$ cat config.mk
export PLATFORM = sky130hd
export DESIGN_NAME = nonpreemptive_priority_scheduler
export DESIGN_NICKNAME = d
export VERILOG_FILES = /design/src/sv/npsched_pkg.sv /design/src/sv/nonpreemptive_priority_scheduler.sv /design/src/sv/npsched_div.sv /design/src/sv/npsched_datapath.sv /design/src/sv/npsched_ctrl.sv
export SDC_FILE = /design/constraint.sdc
export NUM_CORES = 2
export LEC_CHECK = 0
export BUFFER_PORTS_ARGS = -buffer_cell sky130_fd_sc_hd__buf_2
export CORE_ASPECT_RATIO = 0.5
export CORE_MARGIN = 4
export CORE_UTILIZATION = 45
export CTS_CLUSTER_SIZE = 30
export DETAILED_ROUTE_END_ITERATION = 10
export GPL_TIMING_DRIVEN = 0
export PLACE_DENSITY = 0.6
export SLEW_MARGIN = 30
export SYNTH_ARGS = -nofsm -noshare
export SYNTH_HDL_FRONTEND = slang
export SYNTH_SLANG_ARGS = --single-unit
$ cat constraint.sdc
create_clock -name clock -period 6.55 [get_ports clock]
set_clock_uncertainty 0.2 [all_clocks]
set_input_delay 0.655 -clock clock [delete_from_list [all_inputs] [get_ports clock]]
set_output_delay 0.655 -clock clock [all_outputs]
set_load 0.05 [all_outputs]
$ cat src/sv/npsched_pkg.sv
// Shared types and constants for the nonpreemptive priority scheduler.
`default_nettype none

package npsched_pkg;

   localparam int BURST_W = 8;
   localparam int PRIO_W = 8;
   localparam int ARR_W = 10;
   localparam int TIME_W = 16;
   localparam int CLK_W = 17;
   localparam int PIDX_W = 4;
   localparam logic [TIME_W-1:0] TIME_LIMIT_RESET = 16'd1000;

   typedef struct packed {
      logic [BURST_W-1:0] burst_time;
      logic [PRIO_W-1:0]  priority_req;
      logic [ARR_W-1:0]   arrival_time;
      logic               last_process;
   } req_word_type;

   typedef struct packed {
      logic [PIDX_W-1:0] process_index;
      logic              was_scheduled;
      logic [TIME_W-1:0] waiting_time;
      logic [TIME_W-1:0] turnaround_time;
      logic [TIME_W-1:0] average_waiting;
      logic [TIME_W-1:0] average_turnaround;
      logic              last_result;
   } rsp_word_type;

   typedef struct packed {
      logic [BURST_W-1:0] burst;
      logic [PRIO_W-1:0]  prio;
      logic [ARR_W-1:0]   arrival;
   } proc_entry_type;

   typedef struct packed {
      logic [TIME_W-1:0] waiting;
      logic [TIME_W-1:0] turnaround;
   } result_entry_type;

   typedef enum logic [3:0] {
      ST_IDLE,
      ST_START,
      ST_CHECK,
      ST_SCAN,
      ST_DRAIN,
      ST_DECIDE,
      ST_COMMIT,
      ST_DIV_START,
      ST_DIV_WAIT,
      ST_OUT_READ,
      ST_OUT_SEND
   } sched_state_type;

   typedef struct packed {
      logic load;
      logic init_run;
      logic scan_clear;
      logic scan_issue;
      logic decide;
      logic commit;
      logic div_start;
      logic out_clear;
      logic out_read;
      logic finish;
   } ctrl_cmd_type;

   typedef struct packed {
      logic run_over;
      logic idx_last;
      logic found;
      logic div_busy;
      logic out_last;
   } ctrl_stat_type;

endpackage

`default_nettype wire

$ cat src/sv/nonpreemptive_priority_scheduler.sv
// Top level of the nonpreemptive priority scheduler.
// Words on req_ are stored one per cycle (a word arriving with the table full
// is dropped); a word with last_process set closes the set and starts the
// run, and req_ready stays low until every result of that run has been taken.
// Each scheduling decision scans the stored table through a one-port memory,
// one entry per cycle; when nothing has arrived, the clock jumps straight to
// the next arrival or past time_limit. The two averages then come from a
// shared restoring divider. Results leave in index order; each word is read
// from the result store and held until rsp_ready takes it. csr_wr_data sets
// time_limit (reset 1000) and should only be written between runs.
`default_nettype none

module nonpreemptive_priority_scheduler
   import npsched_pkg::*;
#(
   parameter int MAX_PROCESSES = 16
) (
   input  wire logic              clock,
   input  wire logic              reset,
   input  wire logic              req_valid,
   output logic                   req_ready,
   input  wire req_word_type      req_word,
   output logic                   rsp_valid,
   input  wire logic              rsp_ready,
   output rsp_word_type           rsp_word,
   input  wire logic              csr_wr_en,
   input  wire logic [TIME_W-1:0] csr_wr_data
);

   localparam int CNT_W = $clog2(MAX_PROCESSES + 1);
   localparam int IDX_W = (MAX_PROCESSES > 1) ? $clog2(MAX_PROCESSES) : 1;
   localparam int SUM_W = TIME_W + CNT_W;

   ctrl_cmd_type  cmd;
   ctrl_stat_type stat;

   npsched_ctrl u_ctrl (
      .clock     (clock),
      .reset     (reset),
      .req_valid (req_valid),
      .req_last  (req_word.last_process),
      .rsp_ready (rsp_ready),
      .stat      (stat),
      .req_ready (req_ready),
      .rsp_valid (rsp_valid),
      .cmd       (cmd)
   );

   npsched_datapath #(
      .MAX_PROCESSES(MAX_PROCESSES),
      .CNT_W        (CNT_W),
      .IDX_W        (IDX_W),
      .SUM_W        (SUM_W)
   ) u_datapath (
      .clock       (clock),
      .reset       (reset),
      .cmd         (cmd),
      .req_word    (req_word),
      .csr_wr_en   (csr_wr_en),
      .csr_wr_data (csr_wr_data),
      .stat        (stat),
      .rsp_word    (rsp_word)
   );

endmodule

`default_nettype wire

$ cat src/sv/npsched_div.sv
// Two-lane restoring divider sharing one divisor, one quotient bit per cycle.
`default_nettype none

module npsched_div
   import npsched_pkg::*;
#(
   parameter int CNT_W = 5,
   parameter int SUM_W = 21
) (
   input  wire logic              clock,
   input  wire logic              reset,
   input  wire logic              start,
   input  wire logic [CNT_W-1:0]  divisor,
   input  wire logic [SUM_W-1:0]  dividend_a,
   input  wire logic [SUM_W-1:0]  dividend_b,
   output logic                   busy,
   output logic [TIME_W-1:0]      quot_a,
   output logic [TIME_W-1:0]      quot_b
);

   localparam int STEP_W = $clog2(SUM_W);
   localparam logic [STEP_W-1:0] STEP_LAST = STEP_W'(SUM_W - 1);

   logic              busy_ff;
   logic [STEP_W-1:0] step_ff;
   logic [CNT_W-1:0]  dsr_ff;
   logic [CNT_W-1:0]  rem_a_ff, rem_b_ff;
   logic [SUM_W-1:0]  quo_a_ff, quo_b_ff;

   logic [CNT_W:0]    trial_a, trial_b;
   logic              ge_a, ge_b;
   logic [CNT_W:0]    diff_a, diff_b;
   logic [CNT_W-1:0]  rem_a_in, rem_b_in;

   always_comb begin
      trial_a = {rem_a_ff, quo_a_ff[SUM_W-1]};
      trial_b = {rem_b_ff, quo_b_ff[SUM_W-1]};
      ge_a = trial_a >= {1'b0, dsr_ff};
      ge_b = trial_b >= {1'b0, dsr_ff};
      diff_a = trial_a - {1'b0, dsr_ff};
      diff_b = trial_b - {1'b0, dsr_ff};
      rem_a_in = ge_a ? diff_a[CNT_W-1:0] : trial_a[CNT_W-1:0];
      rem_b_in = ge_b ? diff_b[CNT_W-1:0] : trial_b[CNT_W-1:0];
   end

   always_ff @(posedge clock) begin
      if (reset) begin
         busy_ff <= 1'b0;
      end else if (start) begin
         busy_ff <= 1'b1;
      end else if (busy_ff && step_ff == STEP_LAST) begin
         busy_ff <= 1'b0;
      end
   end

   always_ff @(posedge clock) begin
      if (start) begin
         step_ff  <= '0;
         dsr_ff   <= divisor;
         rem_a_ff <= '0;
         rem_b_ff <= '0;
         quo_a_ff <= dividend_a;
         quo_b_ff <= dividend_b;
      end else if (busy_ff) begin
         step_ff  <= step_ff + STEP_W'(1);
         rem_a_ff <= rem_a_in;
         rem_b_ff <= rem_b_in;
         quo_a_ff <= {quo_a_ff[SUM_W-2:0], ge_a};
         quo_b_ff <= {quo_b_ff[SUM_W-2:0], ge_b};
      end
   end

   assign busy = busy_ff;
   assign quot_a = (|quo_a_ff[SUM_W-1:TIME_W]) ? '1 : quo_a_ff[TIME_W-1:0];
   assign quot_b = (|quo_b_ff[SUM_W-1:TIME_W]) ? '1 : quo_b_ff[TIME_W-1:0];

endmodule

`default_nettype wire

$ cat src/sv/npsched_datapath.sv
// Process tables, selection scan, schedule clock, result store and averages.
`default_nettype none

module npsched_datapath
   import npsched_pkg::*;
#(
   parameter int MAX_PROCESSES = 16,
   parameter int CNT_W = 5,
   parameter int IDX_W = 4,
   parameter int SUM_W = 21
) (
   input  wire logic              clock,
   input  wire logic              reset,
   input  wire ctrl_cmd_type      cmd,
   input  wire req_word_type      req_word,
   input  wire logic              csr_wr_en,
   input  wire logic [TIME_W-1:0] csr_wr_data,
   output ctrl_stat_type          stat,
   output rsp_word_type           rsp_word
);

   function automatic logic [TIME_W-1:0] sat16(input logic [CLK_W-1:0] v);
      sat16 = v[CLK_W-1] ? '1 : v[TIME_W-1:0];
   endfunction

   proc_entry_type   proc_mem [MAX_PROCESSES];
   result_entry_type res_mem  [MAX_PROCESSES];

   logic [CNT_W-1:0]         count_ff;
   logic [TIME_W-1:0]        limit_ff;
   logic [IDX_W-1:0]         idx_ff;
   logic [IDX_W-1:0]         rd_idx_ff;
   logic                     rd_vld_ff;
   proc_entry_type           proc_rd_ff;
   result_entry_type         res_rd_ff;
   logic [MAX_PROCESSES-1:0] done_ff;
   logic [CLK_W-1:0]         clk_ff;
   logic [CNT_W-1:0]         left_ff;
   logic                     found_ff;
   logic [IDX_W-1:0]         best_idx_ff;
   logic [PRIO_W-1:0]        best_prio_ff;
   logic [BURST_W-1:0]       best_burst_ff;
   logic [ARR_W-1:0]         best_arr_ff;
   logic [ARR_W-1:0]         min_arr_ff;
   logic [TIME_W-1:0]        wait_ff, turn_ff;
   logic [SUM_W-1:0]         sum_w_ff, sum_t_ff;
   logic                     out_last_ff;

   logic [CLK_W-1:0]   arr_ext, lim_plus, min_arr_ext;
   logic               rd_done, eligible, better;
   logic [CLK_W-1:0]   wait_raw, turn_raw, clk_in;
   logic               idx_last;
   logic               div_busy;
   logic [TIME_W-1:0]  avg_w, avg_t;
   logic [IDX_W+3:0]   pidx_ext;

   // CSR
   always_ff @(posedge clock) begin
      if (reset) begin
         limit_ff <= TIME_LIMIT_RESET;
      end else if (csr_wr_en) begin
         limit_ff <= csr_wr_data;
      end
   end

   // load side; a full table drops the word
   always_ff @(posedge clock) begin
      if (reset) begin
         count_ff <= '0;
      end else if (cmd.finish) begin
         count_ff <= '0;
      end else if (cmd.load && count_ff < CNT_W'(MAX_PROCESSES)) begin
         count_ff <= count_ff + CNT_W'(1);
      end
   end

   always_ff @(posedge clock) begin
      if (cmd.load && count_ff < CNT_W'(MAX_PROCESSES)) begin
         proc_mem[count_ff[IDX_W-1:0]] <= '{burst:   req_word.burst_time,
                                            prio:    req_word.priority_req,
                                            arrival: req_word.arrival_time};
      end
      if (cmd.scan_issue) begin
         proc_rd_ff <= proc_mem[idx_ff];
      end
   end

   assign idx_last = (CNT_W'(idx_ff) + CNT_W'(1)) == count_ff;

   // shared address counter for scan and output
   always_ff @(posedge clock) begin
      if (cmd.scan_clear || cmd.out_clear) begin
         idx_ff <= '0;
      end else if (cmd.scan_issue || cmd.out_read) begin
         idx_ff <= idx_ff + IDX_W'(1);
      end
      if (cmd.scan_issue || cmd.out_read) begin
         rd_idx_ff <= idx_ff;
      end
      if (cmd.out_read) begin
         out_last_ff <= idx_last;
      end
   end

   always_ff @(posedge clock) begin
      if (reset) begin
         rd_vld_ff <= 1'b0;
      end else begin
         rd_vld_ff <= cmd.scan_issue;
      end
   end

   // selection compare, one entry per cycle
   always_comb begin
      rd_done  = done_ff[rd_idx_ff];
      arr_ext  = CLK_W'(proc_rd_ff.arrival);
      eligible = !rd_done && arr_ext <= clk_ff;
      better   = !found_ff || proc_rd_ff.prio < best_prio_ff;
   end

   always_ff @(posedge clock) begin
      if (cmd.scan_clear) begin
         found_ff   <= 1'b0;
         min_arr_ff <= '1;
      end else if (rd_vld_ff) begin
         if (eligible && better) begin
            found_ff      <= 1'b1;
            best_idx_ff   <= rd_idx_ff;
            best_prio_ff  <= proc_rd_ff.prio;
            best_burst_ff <= proc_rd_ff.burst;
            best_arr_ff   <= proc_rd_ff.arrival;
         end
         if (!rd_done && proc_rd_ff.arrival < min_arr_ff) begin
            min_arr_ff <= proc_rd_ff.arrival;
         end
      end
   end

   // decision: run the pick, or jump the clock to the next arrival
   always_comb begin
      wait_raw    = clk_ff - CLK_W'(best_arr_ff);
      turn_raw    = wait_raw + CLK_W'(best_burst_ff);
      lim_plus    = CLK_W'(limit_ff) + CLK_W'(1);
      min_arr_ext = CLK_W'(min_arr_ff);
      if (found_ff) begin
         clk_in = clk_ff + CLK_W'(best_burst_ff);
      end else begin
         clk_in = (min_arr_ext < lim_plus) ? min_arr_ext : lim_plus;
      end
   end

   always_ff @(posedge clock) begin
      if (cmd.init_run) begin
         clk_ff   <= '0;
         left_ff  <= count_ff;
         sum_w_ff <= '0;
         sum_t_ff <= '0;
      end else if (cmd.decide) begin
         clk_ff  <= clk_in;
         wait_ff <= sat16(wait_raw);
         turn_ff <= sat16(turn_raw);
      end else if (cmd.commit) begin
         left_ff  <= left_ff - CNT_W'(1);
         sum_w_ff <= sum_w_ff + SUM_W'(wait_ff);
         sum_t_ff <= sum_t_ff + SUM_W'(turn_ff);
      end
   end

   always_ff @(posedge clock) begin
      if (reset) begin
         done_ff <= '0;
      end else if (cmd.init_run) begin
         done_ff <= '0;
      end else if (cmd.commit) begin
         done_ff[best_idx_ff] <= 1'b1;
      end
   end

   always_ff @(posedge clock) begin
      if (cmd.commit) begin
         res_mem[best_idx_ff] <= '{waiting: wait_ff, turnaround: turn_ff};
      end
      if (cmd.out_read) begin
         res_rd_ff <= res_mem[idx_ff];
      end
   end

   npsched_div #(
      .CNT_W(CNT_W),
      .SUM_W(SUM_W)
   ) u_div (
      .clock      (clock),
      .reset      (reset),
      .start      (cmd.div_start),
      .divisor    (count_ff),
      .dividend_a (sum_w_ff),
      .dividend_b (sum_t_ff),
      .busy       (div_busy),
      .quot_a     (avg_w),
      .quot_b     (avg_t)
   );

   assign stat.run_over = (left_ff == '0) || (clk_ff > CLK_W'(limit_ff));
   assign stat.idx_last = idx_last;
   assign stat.found    = found_ff;
   assign stat.div_busy = div_busy;
   assign stat.out_last = out_last_ff;

   // unscheduled entries were never written this run; mask them to zero
   assign pidx_ext = {4'b0, rd_idx_ff};

   always_comb begin
      rsp_word.process_index      = pidx_ext[PIDX_W-1:0];
      rsp_word.was_scheduled      = rd_done;
      rsp_word.waiting_time       = rd_done ? res_rd_ff.waiting : '0;
      rsp_word.turnaround_time    = rd_done ? res_rd_ff.turnaround : '0;
      rsp_word.average_waiting    = out_last_ff ? avg_w : '0;
      rsp_word.average_turnaround = out_last_ff ? avg_t : '0;
      rsp_word.last_result        = out_last_ff;
   end

endmodule

`default_nettype wire

$ cat src/sv/npsched_ctrl.sv
// Sequencer for load, scheduling decisions, averaging and result output.
`default_nettype none

module npsched_ctrl
   import npsched_pkg::*;
(
   input  wire logic          clock,
   input  wire logic          reset,
   input  wire logic          req_valid,
   input  wire logic          req_last,
   input  wire logic          rsp_ready,
   input  wire ctrl_stat_type stat,
   output logic               req_ready,
   output logic               rsp_valid,
   output ctrl_cmd_type       cmd
);

   sched_state_type state_ff, state_in;

   always_ff @(posedge clock) begin
      if (reset) begin
         state_ff <= ST_IDLE;
      end else begin
         state_ff <= state_in;
      end
   end

   always_comb begin
      state_in = state_ff;
      unique case (state_ff)
         ST_IDLE: begin
            if (req_valid && req_last) state_in = ST_START;
         end
         ST_START:     state_in = ST_CHECK;
         ST_CHECK:     state_in = stat.run_over ? ST_DIV_START : ST_SCAN;
         ST_SCAN: begin
            if (stat.idx_last) state_in = ST_DRAIN;
         end
         ST_DRAIN:     state_in = ST_DECIDE;
         ST_DECIDE:    state_in = stat.found ? ST_COMMIT : ST_CHECK;
         ST_COMMIT:    state_in = ST_CHECK;
         ST_DIV_START: state_in = ST_DIV_WAIT;
         ST_DIV_WAIT: begin
            if (!stat.div_busy) state_in = ST_OUT_READ;
         end
         ST_OUT_READ:  state_in = ST_OUT_SEND;
         ST_OUT_SEND: begin
            if (rsp_ready) state_in = stat.out_last ? ST_IDLE : ST_OUT_READ;
         end
         default:      state_in = ST_IDLE;
      endcase
   end

   always_comb begin
      cmd       = '0;
      req_ready = 1'b0;
      rsp_valid = 1'b0;
      unique case (state_ff)
         ST_IDLE: begin
            req_ready = 1'b1;
            cmd.load  = req_valid;
         end
         ST_START:  cmd.init_run = 1'b1;
         ST_CHECK:  cmd.scan_clear = 1'b1;
         ST_SCAN:   cmd.scan_issue = 1'b1;
         ST_DRAIN:  ;
         ST_DECIDE: cmd.decide = 1'b1;
         ST_COMMIT: cmd.commit = 1'b1;
         ST_DIV_START: begin
            cmd.div_start = 1'b1;
            cmd.out_clear = 1'b1;
         end
         ST_DIV_WAIT: ;
         ST_OUT_READ: cmd.out_read = 1'b1;
         ST_OUT_SEND: begin
            rsp_valid  = 1'b1;
            cmd.finish = rsp_ready && stat.out_last;
         end
         default: ;
      endcase
   end

endmodule

`default_nettype wire

==> impl.org <==
** CTS
- The clock tree synthesis step divided the H-tree into 3 levels.
- Source-to-sink clock delay at the later pin of the worst-skew pair :: 0.72 ns
- After clock tree synthesis, the clock-pin slew on the worst setup and hold paths is 0.07 ns.
- TritonCTS built the clock tree.
- Clock Root Buffer :: clkbuf_16
- Clock buffer count from CTS :: 108
- In this run the deepest clock path goes through 3 buffers.
- Count of clock tree sinks :: about 1200
- Number of setup buffers added after CTS :: 0

** Pwr
- Static leakage power :: between 15 and 20 nW
- Cell Int Power :: approximately 13 mW
- Switching Fraction :: 26.1%
- Combinational cells account for 17.1% of the total power.
- Of the total power, the clock network draws 33.9%.
- Power spread over the standard cell area amounts to about 310 nW/µm².
- Sequential cell fraction of total power :: 49.0%
- Worst IR drop on VDD :: 0.000277 V
- Switching power summed over all nets :: 4.76 mW

** STA
- # setup viols final :: 0
- Post-layout worst setup margin :: between 2 and 2.5 ns
- In this run the tightest slew margin relative to its limit is between 20% and 30%.
- The final max-slew violation count is 0.
- In the finished design, the share of the clock period the worst path needs comes to 68.7%.
- Worst-Margin Slew :: 1.10 ns
- Clock period minus final worst setup slack :: 4.50 ns
- Setup repair after global routing left no endpoint under its margin.
- Static timing analysis puts the maximum clock frequency at 222 MHz.
- Final number of hold-violating endpoints :: 0

** Synthesis
- The number of different library cells used by synthesis comes to 75.
- Synthesis inferred 1237 register bits.
- Top FF cell, synth :: edfxtp_1
- Yosys warnings :: 0
- Of the synthesized area, sequential elements account for slightly below 70%.
- By area the synthesized netlist is led by edfxtp_1, mux4_2, dfxtp_1.
- Most instantiated cells after synthesis :: edfxtp_1, mux4_2, nand2_1, nor2_1, dfxtp_1
- The share of synthesized area in the top cell type comes to 64.2%.
- Number of instances in the synthesized netlist :: 3024
- For this run, asynchronously set or reset flops after synthesis account for 0%.
- In this run, synthesis inferred 1105 flip-flops with an integrated enable.
- In the post-synthesis netlist, the cell with the most instances is edfxtp_1.
- Cell taking the most area after synthesis :: edfxtp_1
- A synthesized cell averages 17.1 µm².
- The number of nets handed over by synthesis was 3207.
- Netlist Area Pre-Place :: approximately 52000 µm²

** Die
- Placeable core region :: 113000 µm²
- In this run the vertical extent of the chip is 248 µm.
- Die Footprint :: about 120000 µm²
- From left edge to right edge, the die measures around 490 µm.
- Pin placement for this block handled 120 I/O pins.
- Number of rows in the core area :: 87
- Once the floorplan was initialized, standard cells occupied a little under half of the core.

** Run status
- Outcome :: complete, no violations

** Global routing
- Summed over all layers, the global routing overflow is 0.
- Via count of the first global-routing pass :: approximately 28000
- Initial antenna violation count :: 9
- Global router's overall resource usage :: 21.6%
- Entering global routing, the biggest net connects 43 pins.
- Wire length of the first global-routing pass :: 190000 µm

** Critical path
- RR Endpoint :: u_datapath.turn_ff[5]
- Data arrival at the endpoint of the critical path :: between 3 and 4 ns
- Critical Path End :: rsp_word[54]
- Start of the worst register-to-register path :: u_datapath.clk_ff[0]
- The worst setup path is of the reg -> out kind.
- STA classifies the critical path startpoint as a flop.
- Along the worst path, the maximum fanout reaches 10.
- CP Capture Type :: output pin
- Reg2Reg Setup Slack :: 2.27 ns
- Critical path startpoint :: u_datapath.rd_idx_ff[0]
- Data on the critical path is required at its endpoint by 5.69 ns.
- Number of cells traversed by the worst register-to-register path :: 18

** Detailed routing
- After detailed routing, the average wire length per cell comes to 26.2 µm.
- First-iteration detailed-routing DRC count :: 3129
- For this block, the via count after detailed routing is 28494.
- Drt via density :: 5.74
- Residual DRC count :: 0
- Before antenna repair, the detailed router went through 5 iterations.
- The routed design has 130000 µm of wire.
- Count of antenna-violating nets left after detailed routing :: 0

** Hold path
- The min-delay analysis places its worst path in the category in -> reg.

** Placement
- The placed instances occupy a cell area of 56000 µm².
- Count of input and output buffers :: 117
- Summed over all nets, the half-perimeter wirelength after detailed placement is 91000 µm.
- Post-Place Setup Slack :: approximately 2.3 ns
- Placer congestion estimate :: 0.898

** Layout
- Number of nets in the final layout :: 3545
- Area growth, synth to finish :: 15.2%
- At the end of the flow the core is filled with cells to 52.5%.
- In the final layout, the share of cells above drive strength 1 is a little over a fifth.
- Fin area :: 59500 µm²

** Flow run
- The tool flagged a number of max-cap violations equal to 0.
==> final cells by class <==
class / count / area [µm²]
sequential: 1237 / 35800
inverter: 109 / 409
clock inverter: 43 / 362
timing repair buffer: 228 / 2320
tap: 1513 / 1890
multi-input combinational: 1540 / 15200
buffer: 138 / 608
clock buffer: 150 / 2960
fill: 9000 / 53800
antenna: 2 / 5.00
==> worst min path at each step <==
stage,end,depth (start not counted),start
floorplan,u_datapath.best_burst_ff[0],0,u_datapath.proc_rd_ff[18]
global placement,u_datapath.best_burst_ff[7],0,u_datapath.proc_rd_ff[25]
detailed placement,u_datapath.best_burst_ff[7],0,u_datapath.proc_rd_ff[25]
CTS,u_datapath.proc_mem[8][9],1,req_word[10]
global route,u_datapath.proc_mem[12][5],1,req_word[6]
finish,u_datapath.limit_ff[0],3,csr_wr_en
==> per-stage QoR <==
stage	setup TNS, ns	std cells	total power, mW	hold slack [ns]
floorplan	0	3024	11.1	0.200
global placement	-243.82	4654	12.1	0.206
detailed placement	0	4749	12.2	0.213
CTS	0	4958	18.4	0.0631
global route	0	4959	18.9	0.0843
finish	0	4960	18.2	0.117
==> cells in the final DEF, fill, tap and decap left out, types with 10 or more instances in the layout <==
cell	n
a211oi_1	20
a21o_1	21
a21oi_1	77
a31oi_1	13
and2_1	37
buf_16	38
buf_2	139
buf_4	41
buf_6	12
clkbuf_1	111
clkbuf_16	110
clkbuf_2	26
clkinv_1	16
clkinv_2	11
dfxtp_1	132
dlygate4sd3_1	16
edfxtp_1	1105
ha_1	128
inv_1	110
mux2i_1	28
mux4_2	295
nand2_1	206
nand2b_1	27
nand3_1	39
nand3b_1	13
nand4_1	13
nor2_1	114
nor2_4	25
nor2b_1	22
nor3_1	27
nor3_2	10
o211ai_1	15
o21a_1	68
o21ai_0	110
xnor2_1	55
xor2_1	33
==> repair_timing <==
action,in CTS,in global routing
gates resized for setup,0,0
endpoints found under the hold margin,16,0
setup endpoints to repair,0,0
hold buffers,16,0
==> metal layers <==
layer  part of all wire (%)  global-route usage (%)
met4                    1.9                    4.96
met2                     46                    33.8
met1                     44                    31.1
met3                    7.8                    5.07
met5                  0.037                       0
==> registers in the layout (all words and copies together) (netlist names), 17 cells and up <==
register	count
u_datapath.sum_t_ff	21
u_datapath.res_rd_ff	32
u_datapath.u_div.quo_b_ff	21
u_datapath.clk_ff	17
u_datapath.proc_mem	416
u_datapath.sum_w_ff	21
u_datapath.res_mem	512
u_datapath.u_div.quo_a_ff	21
==> power by group through the flow <==
stage,logic (mW),registers [mW],clock network (mW)
after floorplan,2.08,9.05,0
after global placement,3.00,9.10,0
after detailed placement,3.11,9.09,0
after CTS,3.13,8.92,6.30
after global routing,3.37,8.94,6.63
final,3.11,8.93,6.18
==> worst max-delay path: stages, from the launching register on <==
cell and delay, ns:
edfxtp_1 0.69, mux4_2 0.58, mux4_2 0.73, clkbuf_1 0.37, and2_1 0.31, buf_2 0.22
==> cells by family after synthesis <==
group	count (synthesis)	share of synthesized area (%)
AOI/OAI and AO/OA	409	5.17
xor gates and xnor gates	89	1.52
adders and majority gates	135	3.37
buffers and inverters	247	1.87
DFF	1237	69.3
muxes	324	13.4
and+or+nand+nor	583	5.36
No activity file was read; power rests on OpenSTA's default activity.
